### src/rtl/rd_pkg.sv
package rd_pkg;

  // Default number of stored elements.
  localparam int unsigned DepthDef = 16;

  // Fixed field widths of the item and result formats.
  localparam int unsigned DataW  = 32;
  localparam int unsigned CountW = 5;

  // Operation codes carried by an input item.
  typedef enum logic [1:0] {
    OP_PUSH_HEAD = 2'd0,
    OP_PUSH_TAIL = 2'd1,
    OP_POP_HEAD  = 2'd2,
    OP_REVERSE   = 2'd3
  } rd_op_e;

  // Result status codes.
  typedef enum logic [1:0] {
    ST_OK    = 2'd0,
    ST_FULL  = 2'd1,
    ST_EMPTY = 2'd2
  } rd_status_e;

  typedef struct packed {
    rd_op_e                    operation;
    logic signed [DataW-1:0]   value;
  } rd_in_t;

  typedef struct packed {
    rd_status_e                status;
    logic signed [DataW-1:0]   removed_value;
    logic [CountW-1:0]         count;
  } rd_out_t;

  // Commands from the controller to the datapath.
  typedef struct packed {
    logic load;     // capture the accepted item
    logic exec;     // apply the operation to the ring state
    logic capture;  // load the result register
  } rd_cmd_t;

endpackage

### src/rtl/rd_ctrl.sv
module rd_ctrl
  import rd_pkg::*;
(
  input  logic    clk_i,
  input  logic    rst_ni,
  input  logic    in_valid_i,
  output logic    in_stall_o,
  output logic    out_valid_o,
  input  logic    out_stall_i,
  output rd_cmd_t cmd_o
);

  localparam logic [1:0] S_IDLE   = 2'd0;
  localparam logic [1:0] S_EXEC   = 2'd1;
  localparam logic [1:0] S_RESULT = 2'd2;

  logic [1:0] state_q, state_d;
  logic       out_valid_q, out_valid_d;

  // Sequence one item through load, execute and result capture.
  always_comb begin
    state_d = state_q;
    cmd_o   = '0;
    case (state_q)
      S_IDLE: begin
        if (in_valid_i) begin
          cmd_o.load = 1'b1;
          state_d    = S_EXEC;
        end
      end
      S_EXEC: begin
        cmd_o.exec = 1'b1;
        state_d    = S_RESULT;
      end
      S_RESULT: begin
        // The result register is free when empty or being drained this cycle.
        if (!out_valid_q || !out_stall_i) begin
          cmd_o.capture = 1'b1;
          state_d       = S_IDLE;
        end
      end
      default: begin
        state_d = S_IDLE;
      end
    endcase
  end

  // A result stays valid until its transfer completes.
  always_comb begin
    if (cmd_o.capture) begin
      out_valid_d = 1'b1;
    end else begin
      out_valid_d = out_valid_q && out_stall_i;
    end
  end

  always_ff @(posedge clk_i or negedge rst_ni) begin
    if (!rst_ni) begin
      state_q     <= S_IDLE;
      out_valid_q <= 1'b0;
    end else begin
      state_q     <= state_d;
      out_valid_q <= out_valid_d;
    end
  end

  assign in_stall_o  = (state_q != S_IDLE);
  assign out_valid_o = out_valid_q;

endmodule

### src/rtl/rd_datapath.sv
module rd_datapath
  import rd_pkg::*;
#(
  parameter int unsigned DEPTH = DepthDef
) (
  input  logic    clk_i,
  input  logic    rst_ni,
  input  rd_cmd_t cmd_i,
  input  rd_in_t  in_data_i,
  output rd_out_t out_data_o
);

  localparam int unsigned PtrW = (DEPTH > 1) ? $clog2(DEPTH) : 1;
  localparam int unsigned CntW = $clog2(DEPTH + 1);
  localparam int unsigned SumW = CntW + 1;

  localparam logic [PtrW-1:0] PtrLast = PtrW'(DEPTH - 1);
  localparam logic [CntW-1:0] CntFull = CntW'(DEPTH);
  localparam logic [SumW-1:0] SumDepth = SumW'(DEPTH);

  // Accepted item.
  rd_op_e               op_q;
  logic [DataW-1:0]     value_q;

  // Ring state.
  logic [PtrW-1:0]      front_q, front_d;
  logic [CntW-1:0]      cnt_q, cnt_d;
  logic                 rev_q, rev_d;

  // Per-item results waiting for capture.
  rd_status_e           status_q, status_d;
  logic                 pop_ok_q, pop_ok_d;

  // Element store with registered read.
  logic [DataW-1:0]     mem_q [DEPTH];
  logic [DataW-1:0]     rdata_q;
  logic                 wr_en;
  logic [PtrW-1:0]      wr_addr;
  logic [PtrW-1:0]      rd_addr;

  rd_out_t              out_q;

  logic [PtrW-1:0]      front_dec;
  logic [PtrW-1:0]      front_inc;
  logic [SumW-1:0]      high_sum;
  logic [SumW-1:0]      high_last;
  logic [PtrW-1:0]      high_free_idx;
  logic [PtrW-1:0]      high_last_idx;
  logic                 full;
  logic                 empty;
  logic                 go_low;
  logic [CntW+CountW-1:0] cnt_wide;

  // Ring pointer arithmetic, each index wrapped into range with a single compare.
  assign front_dec = (front_q == '0) ? PtrLast : front_q - PtrW'(1);
  assign front_inc = (front_q == PtrLast) ? '0 : front_q + PtrW'(1);
  assign high_sum  = SumW'(front_q) + SumW'(cnt_q);
  assign high_last = high_sum - SumW'(1);
  assign high_free_idx = (high_sum >= SumDepth) ? PtrW'(high_sum - SumDepth)
                                                : PtrW'(high_sum);
  assign high_last_idx = (high_last >= SumDepth) ? PtrW'(high_last - SumDepth)
                                                 : PtrW'(high_last);

  assign full   = (cnt_q == CntFull);
  assign empty  = (cnt_q == '0);
  assign go_low = (op_q == OP_PUSH_HEAD) ? !rev_q : rev_q;

  // Decode the operation into the next ring state and store accesses.
  always_comb begin
    front_d  = front_q;
    cnt_d    = cnt_q;
    rev_d    = rev_q;
    status_d = ST_OK;
    pop_ok_d = 1'b0;
    wr_en    = 1'b0;
    wr_addr  = high_free_idx;
    rd_addr  = rev_q ? high_last_idx : front_q;
    case (op_q)
      OP_PUSH_HEAD, OP_PUSH_TAIL: begin
        if (full) begin
          status_d = ST_FULL;
        end else begin
          wr_en = 1'b1;
          cnt_d = cnt_q + CntW'(1);
          if (go_low) begin
            front_d = front_dec;
            wr_addr = front_dec;
          end
        end
      end
      OP_POP_HEAD: begin
        if (empty) begin
          status_d = ST_EMPTY;
        end else begin
          pop_ok_d = 1'b1;
          cnt_d    = cnt_q - CntW'(1);
          if (!rev_q) begin
            front_d = front_inc;
          end
        end
      end
      OP_REVERSE: begin
        rev_d = !rev_q;
      end
      default: begin
        rev_d = rev_q;
      end
    endcase
  end

  // Control state of the ring.
  always_ff @(posedge clk_i or negedge rst_ni) begin
    if (!rst_ni) begin
      front_q <= '0;
      cnt_q   <= '0;
      rev_q   <= 1'b0;
    end else if (cmd_i.exec) begin
      front_q <= front_d;
      cnt_q   <= cnt_d;
      rev_q   <= rev_d;
    end
  end

  // Item and per-item result registers.
  always_ff @(posedge clk_i) begin
    if (cmd_i.load) begin
      op_q    <= in_data_i.operation;
      value_q <= in_data_i.value;
    end
    if (cmd_i.exec) begin
      status_q <= status_d;
      pop_ok_q <= pop_ok_d;
    end
  end

  // Element store: at most one write and one registered read per execute cycle.
  always_ff @(posedge clk_i) begin
    if (cmd_i.exec && wr_en) begin
      mem_q[wr_addr] <= value_q;
    end
    if (cmd_i.exec) begin
      rdata_q <= mem_q[rd_addr];
    end
  end

  // The reported count is the low bits of the occupancy.
  assign cnt_wide = {{CountW{1'b0}}, cnt_q};

  // Result register.
  always_ff @(posedge clk_i) begin
    if (cmd_i.capture) begin
      out_q.status        <= status_q;
      out_q.removed_value <= pop_ok_q ? rdata_q : '0;
      out_q.count         <= cnt_wide[CountW-1:0];
    end
  end

  assign out_data_o = out_q;

endmodule

### src/rtl/reversible_deque.sv
// A result passes the item register, the execute step with its registered
// store read and the result register; a new item is taken only once the
// controller has left its capture step and returned to idle.
// A stalled result holds the controller in its capture step, so the input
// stays stalled until the result register can take the new result.
// Reset clears the pointer, count, direction flag and result valid; the
// element store holds no defined values until written.
module reversible_deque
  import rd_pkg::*;
#(
  parameter int unsigned DEPTH = DepthDef
) (
  input  logic    clk_i,
  input  logic    rst_ni,
  input  logic    in_valid_i,
  output logic    in_stall_o,
  input  rd_in_t  in_data_i,
  output logic    out_valid_o,
  input  logic    out_stall_i,
  output rd_out_t out_data_o
);

  rd_cmd_t cmd;

  rd_ctrl u_ctrl (
    .clk_i       (clk_i),
    .rst_ni      (rst_ni),
    .in_valid_i  (in_valid_i),
    .in_stall_o  (in_stall_o),
    .out_valid_o (out_valid_o),
    .out_stall_i (out_stall_i),
    .cmd_o       (cmd)
  );

  rd_datapath #(
    .DEPTH (DEPTH)
  ) u_datapath (
    .clk_i      (clk_i),
    .rst_ni     (rst_ni),
    .cmd_i      (cmd),
    .in_data_i  (in_data_i),
    .out_data_o (out_data_o)
  );

endmodule

### config.mk
export PLATFORM = sky130hd
export DESIGN_NAME = reversible_deque
export DESIGN_NICKNAME = d
export VERILOG_FILES = /design/src/rtl/rd_pkg.sv /design/src/rtl/rd_ctrl.sv /design/src/rtl/rd_datapath.sv /design/src/rtl/reversible_deque.sv
export SDC_FILE = /design/constraint.sdc
export NUM_CORES = 1
export LEC_CHECK = 0
export ABC_CLOCK_PERIOD_IN_PS = 4300
export BUFFER_PORTS_ARGS = -buffer_cell sky130_fd_sc_hd__buf_2
export CAP_MARGIN = 20
export CORE_MARGIN = 2
export CORE_UTILIZATION = 62
export CTS_CLUSTER_DIAMETER = 80
export DETAILED_ROUTE_END_ITERATION = 7
export HOLD_SLACK_MARGIN = 0.05
export PLACE_DENSITY = 0.87
export SYNTH_ARGS = -nofsm -noshare
export SYNTH_HDL_FRONTEND = slang
export SYNTH_SLANG_ARGS = --single-unit
### constraint.sdc
create_clock -name clk_i -period 4.3 [get_ports clk_i]
set_clock_uncertainty 0.05 [all_clocks]
set_input_delay 0.43 -clock clk_i [delete_from_list [all_inputs] [get_ports clk_i]]
set_output_delay 0.43 -clock clk_i [all_outputs]
set_load 0.02 [all_outputs]
==> Word level (Yosys, flattened, before mapping) <==
Memories as Yosys holds them, arrays and structs flattened. A register that Yosys moved wholly into a read port is not among the register bits.
Cells that the tools add are included.
{ "totals": {"register_bits": 89, "mem_bits_rw": 512, "output_inout_bits": 41, "word_cells": 87, "n_memories": 1} }
{ "memory_table": {"columns": ["memory", "words", "width", "read_ports", "rd_ports_with_merged_regs", "write_ports", "line_no", "rtl"], "rows": [
  ["u_datapath.mem_q", 16, 32, 1, 1, 1, "rd_datapath.sv:35", "logic [DataW-1:0] mem_q [DEPTH];"]
]} }
{ "op_classes": {"add_sub_neg": 8, "n_lt_le_gt_ge": 2, "eq_ne": 13, "n_mux": 34, "reduce_logical": 17} }
{ "ops": {"columns": ["operator", "count"], "rows": [
  ["$mux W4", 12],
  ["$mux W1", 13],
  ["$ge A6 B5 Y1 const B", 2],
  ["$sub A4 B1 Y4 const B", 3],
  ["$mux W5", 2],
  ["$pmux W5 S2", 1],
  ["$ne A2 B2 Y1 const B", 4],
  ["$pmux W4 S2", 1],
  ["$add A4 B5 Y6", 1],
  ["$eq A2 B2 Y1 const B", 3],
  ["$mux W2", 3],
  ["$pmux W2 S3", 1],
  ["$reduce_and A6 Y1", 1],
  ["$sub A6 B1 Y6 const B", 1],
  ["$add A5 B1 Y5 const B", 1],
  ["$eq A5 B5 Y1 const B", 1],
  ["$logic_not A5 Y1", 1],
  ["$sub A5 B1 Y5 const B", 1],
  ["$add A4 B1 Y4 const B", 1],
  ["$eq A2 B1 Y1 const B", 2],
  ["$eq A4 B4 Y1 const B", 1],
  ["$logic_not A2 Y1", 2],
  ["$logic_not A4 Y1", 1],
  ["$ne A2 B1 Y1 const B", 2],
  ["other kinds (8)", 13]
]} }

==> Depth between registers and ports, before layout <==
{ "depth": {"word_depth": 6, "mapped_depth": 11, "mapped_depth_nobuf": 10} }

==> Cells and area by module <==
A second synthesis with hierarchy kept.
{ "hier_totals": {"hier_cells": 1187, "hier_area_um2": 24931.4} }
{ "by_module_without_submodules": {"columns": ["module", "instances", "cells_each", "area_each_um2", "seq_area_each_um2"], "rows": [
  ["rd_datapath", 1, 1173, 24798.8, 18868.1],
  ["rd_ctrl", 1, 14, 132.6, 75.1]
]} }

==> Worst setup path after synthesis <==
Ideal clock, no wire load.
{ "synth_path": {"path_type": "reg2reg", "startpoint": "register u_datapath.op_q[1]", "endpoint": "memory u_datapath.mem_q[5][0] (enable)", "setup_time_ns": 0.421, "arrival_ns": 3.042, "t_required_ns": 3.829, "path_slack_ns": 0.787, "path_stages_with_launch": 8, "cell_sequence": "edfxtp_1 buf_2 nor2_1 xnor2_1 a211oi_2 mux2i_1 nand3_1 nor2_1"} }
{ "synth_between": {"elab_chain_len": 6, "word_cells_on_any_way": 11, "classes_between": "1 x eq/ne; 7 x mux; 3 x reduce/logical"} }
{ "synth_lines": {"columns": ["item", "line_no", "rtl"], "rows": [
  ["start, declared", "rd_datapath.sv:22", "rd_op_e op_q;"],
  ["start signal, assigned", "rd_datapath.sv:127", "op_q <= in_data_i.operation;"],
  ["$eq A2 B1 Y1 or $logic_not A2 Y1 (tied branches)", "rd_datapath.sv:78, rd_datapath.sv:66", null],
  ["$reduce_or A2 Y1", "rd_datapath.sv:78", "case (op_q)"],
  ["$mux W1", "rd_datapath.sv:78", null],
  ["$logic_and A1 B1 Y1", "rd_datapath.sv:138", "if (cmd_i.exec && wr_en) begin"],
  ["$mux W1", "rd_datapath.sv:138", null],
  ["$mux W1 (not written as such)", "rd_datapath.sv:139", "mem_q[wr_addr] <= value_q;"],
  ["end, declared", "rd_datapath.sv:35", null]
]} }
Several ways; a longest one is shown, not always the timed one.

==> Worst setup path after layout <==
{ "layout_path": {"startpoint": "register u_datapath.front_q[0]", "endpoint": "register u_datapath.rdata_q[19], read port of u_datapath.mem_q (data pin)"} }
{ "layout_between": {"elab_chain_len": 5, "word_cells_on_any_way": 6, "classes_between": "3 x add/sub; 1 x order compare; 2 x mux"} }
{ "layout_lines": {"columns": ["item", "line_no", "rtl"], "rows": [
  ["start, declared", "rd_datapath.sv:26", "logic [PtrW-1:0] front_q, front_d;"],
  ["start signal, assigned", "rd_datapath.sv:118", "front_q <= front_d;"],
  ["$add A4 B5 Y6", "rd_datapath.sv:57", "assign high_sum = SumW'(front_q) + SumW'(cnt_q);"],
  ["$sub A6 B1 Y6", "rd_datapath.sv:58", "assign high_last = high_sum - SumW'(1);"],
  ["$ge A6 B5 Y1 or $sub A4 B1 Y4 (tied branches)", "rd_datapath.sv:61", "assign high_last_idx = (high_last >= SumDepth) ? PtrW'(high_last - SumDepth)"],
  ["$mux W4", "rd_datapath.sv:61", null],
  ["$mux W4 *", "rd_datapath.sv:77", "rd_addr = rev_q ? high_last_idx : front_q;"],
  ["end, declared", "rd_datapath.sv:36", "logic [DataW-1:0] rdata_q;"]
]} }
Every way passes the cells marked *; elsewhere a longest branch is shown, timed or not.
A chain may end at the register's enable or synchronous reset.

==> key figures <==
Synth
  – Syn Inst Count: 1195
  – Share of flip-flops with an asynchronous set or reset: 2.05%
  – Synth area leader: edfxtp_1
  – Synth warn: 0
  – Post-synth EDFFs: 620
  – Post-synthesis register bit count: 633
  – Area share of the largest cell type after synthesis: 75.2%
  – Predominant post-synthesis flop cell: edfxtp_1
  – Mapped Nets: 1244
  – Synthesized cell area: 24800 um^2
  – Cell with the most instances after synthesis: edfxtp_1
  – Yosys cell types: 48
  – Synth top cells by count: 620 x edfxtp_1, 128 x mux4_2, 64 x o22ai_1
  – Average size of a mapped cell: 20.7 um^2
  – Top area cells in the synthesized netlist: edfxtp_1 75%, mux4_2 12%, o22ai_1 1.6%
  – Sequential fraction of the synthesis area: 76.5%

Placed design
  – PortBufs: 78
  – HPWL Detailed: 29600 um
  – Placed Instances: 1778
  – Routability cong.: 0.815
  – Post-DP Area: 26000 um^2

Final layout
  – Final instance area: 28100 um^2
  – Post-Layout Cell Count: 1921
  – Fin util: 71.1%
  – Share of layout cells above drive strength 1: 28.7%
  – Diode count: 0
  – Syn-to-layout area delta: 13.6%
  – Fin nets: 1400

Critical path
  – Kind of start point of the critical path: register
  – Required time worst endpoint: 4600 ps
  – Crit path to: u_datapath.rdata_q[19]
  – Stages on the worst setup path: 10
  – Critical R2R Launch: u_datapath.front_q[0]
  – Worst R2R Path Depth: 10
  – CP max FO: 44
  – Family with the most delay on the worst path: adder cells
  – Max incr delay on CP: 580 ps
  – Slowest CP cell: fa_1
  – CP endpoint kind: register
  – Crit path buffers/inverters: 2
  – Setup Crit Path Kind: register to register
  – Critical Path Most Common Cell: ha_1
  – Reg-to-reg critical path endpoint: u_datapath.rdata_q[19]
  – Critical Path Source: u_datapath.front_q[0]
  – Cells along the critical path: ha_1, fa_1, inv_1, ha_1, mux2i_4, buf_12, mux4_2, o22ai_1, mux2_2, a31oi_1
  – R2r setup slk: 390 ps
  – CP arrival: 4210 ps

Job
  – Max cap viols: 0

Routing
  – Detailed-route via count: 13100
  – Drt wl/cell: 30.0 um
  – Total wire length: 57700 um
  – Routed vias/inst: 6.83
  – Routed Antenna Nets: 0
  – DRT Pass-1 Iters: 6
  – Final routed DRC violation total: 0
  – Starting DRT DRC Count: 1826

CTS
  – TritonCTS clock tree: built
  – Worst-path clk slew: 60 ps
  – Clock Sinks: 633
  – Clock latency on the worst-skew pair: 630 ps
  – CTS H-tree lvls: 2
  – Setup Fix Bufs, Post-CTS: 0
  – CTS root buffer: clkbuf_16
  – TritonCTS Buffers: 58
  – Clk buf depth: 3

STA
  – Final hold slack: 188 ps
  – Worst rel slew slack: 25.5%
  – Finish-stage setup viols: 0
  – Final Cycle Share: 91.0%
  – Fin. max-slew vios: 0
  – Achievable Freq: 256 MHz
  – Setup TNS: 0 ps
  – RSZ-0062 raised after global routing: false
  – Final Hold Fails: 0
  – Fin crit period: 3910 ps
  – Slew @ Worst Pin: 1110 ps

Power and ir drop
  – Leakage: 9.15 nW
  – Pwr dens: 875 nW/um^2
  – Maximum VDD drop: 0.667 mV

GRT
  – Vias in the first global route: 13600
  – Total GRT Usage: 28.7%
  – Largest net degree at the start of global routing: 65
  – First-pass GRT wire length: 85800 um
  – Initial antenna violation count: 0
  – Grt total ovfl: 0

Floorplan
  – Chip height: 204 um
  – Initial Util: 62.6%
  – Die Wd: 204 um
  – IO Count: 79
  – Die ar.: 41500 um^2
  – Core Rows: 73
  – CORE AREA: 39500 um^2

Worst hold path
  – Worst min path class: primary input to async pin

Status
  – Run status: complete, no violations
[state kept, by name, indices dropped and copies added, names as in the netlist]
register and cells:
u_ctrl.out_valid_o 1, u_ctrl.state_q 2, u_datapath.cnt_q 5, u_datapath.front_q 4
u_datapath.mem_q 512, u_datapath.op_q 2, u_datapath.out_data_o 39, u_datapath.pop_ok_q 1
u_datapath.rdata_q 32, u_datapath.rev_q 1, u_datapath.status_q 2, u_datapath.value_q 32
[worst reg2reg max path, cell delays in order, from the launching register on]
cell	delay (ps)
dfrtp_1	500
ha_1	270
fa_1	580
inv_1	110
ha_1	340
mux2i_4	520
buf_12	350
mux4_2	410
o22ai_1	240
mux2_2	230
a31oi_1	50
[layout make-up]
type,instances,area (um^2)
sequential,633,18900
fill,2140,11400
multi-input combinational,480,5460
clock buffer,74,1540
timing repair buffer,163,1230
tap,525,657
clock inverter,31,229
inverter,15,58.8
[per-stage QoR]
step           setup WS, ps  power [mW]
5_1_grt                 322        25.5
2_1_floorplan           787        16.5
3_5_place_dp            502        19.4
3_3_place_gp            675        18.8
4_1_cts                 406        24.5
6_report                387        24.6
[cells in the final DEF, fill, tap and decap left out, types with 3 or more instances in the layout]
cell type      count
and2_1            32
o22ai_1           64
nand3_1           35
clkbuf_1          14
xor2_1             4
dlygate4sd3_1     37
xnor2_1           10
nor2_1             8
nor3_1             7
nand2b_1           3
clkinv_2          14
buf_2             78
dfrtp_1           13
a31oi_1           36
clkbuf_16         59
mux4_2           128
clkinv_1          10
ha_1               9
mux2_2            35
a21o_1             3
inv_1             13
edfxtp_1         620
buf_12             9
nand2_1            8
o21ai_0           36
a21oi_1            9
nand2_2            3
mux2i_1            5
buf_4             39
nor2_4            17
[worst min-delay path by stage]
stage                            endpoint  slack (ps)  depth (start not counted)
floorplan              u_ctrl.out_valid_o          80                          0
global placement       u_ctrl.out_valid_o         290                          1
detailed placement     u_ctrl.out_valid_o         290                          1
CTS                 u_datapath.front_q[3]         180                          2
global route        u_datapath.front_q[3]         240                          2
finish              u_datapath.front_q[3]         190                          2
[report_power, final]
group	total, mW	switching (mW)	internal (mW)	leakage (nW)
registers	8.37	0.468	7.91	5.77
clock network	4.91	2.25	2.66	0.877
logic	11.3	6.39	4.94	2.50
[per-layer routing]
metal  up-vias  share of wire [%]  GRT usage, %
met4         0                4.4          13.5
met1      6695                 36          38.6
met5         -                  0             0
li1       5269                  -             -
met3       194                9.9          5.12
met2       959                 50          46.5
[logic make-up (layout without fill, tap and decap cells)]
| family | after synthesis | count (layout) | share of synthesized area, % |
|---|---|---|---|
| buffers and inverters | 82 | 283 | 2.09 |
| xor gates and xnor gates | 17 | 17 | 0.778 |
| adders and majority gates | 11 | 11 | 0.617 |
| and+or+nand+nor | 122 | 122 | 2.52 |
| muxes | 170 | 170 | 13.6 |
| AOI/OAI and AO/OA | 160 | 160 | 3.89 |
| DFF | 633 | 633 | 76.5 |
[what timing repair did]
item | 4_1_cts | 5_1_grt
hold endpoints to repair | 49 | 0
hold buffers | 37 | 0
gates resized for setup | 0 | 0
(Power assumes the default switching activity.)
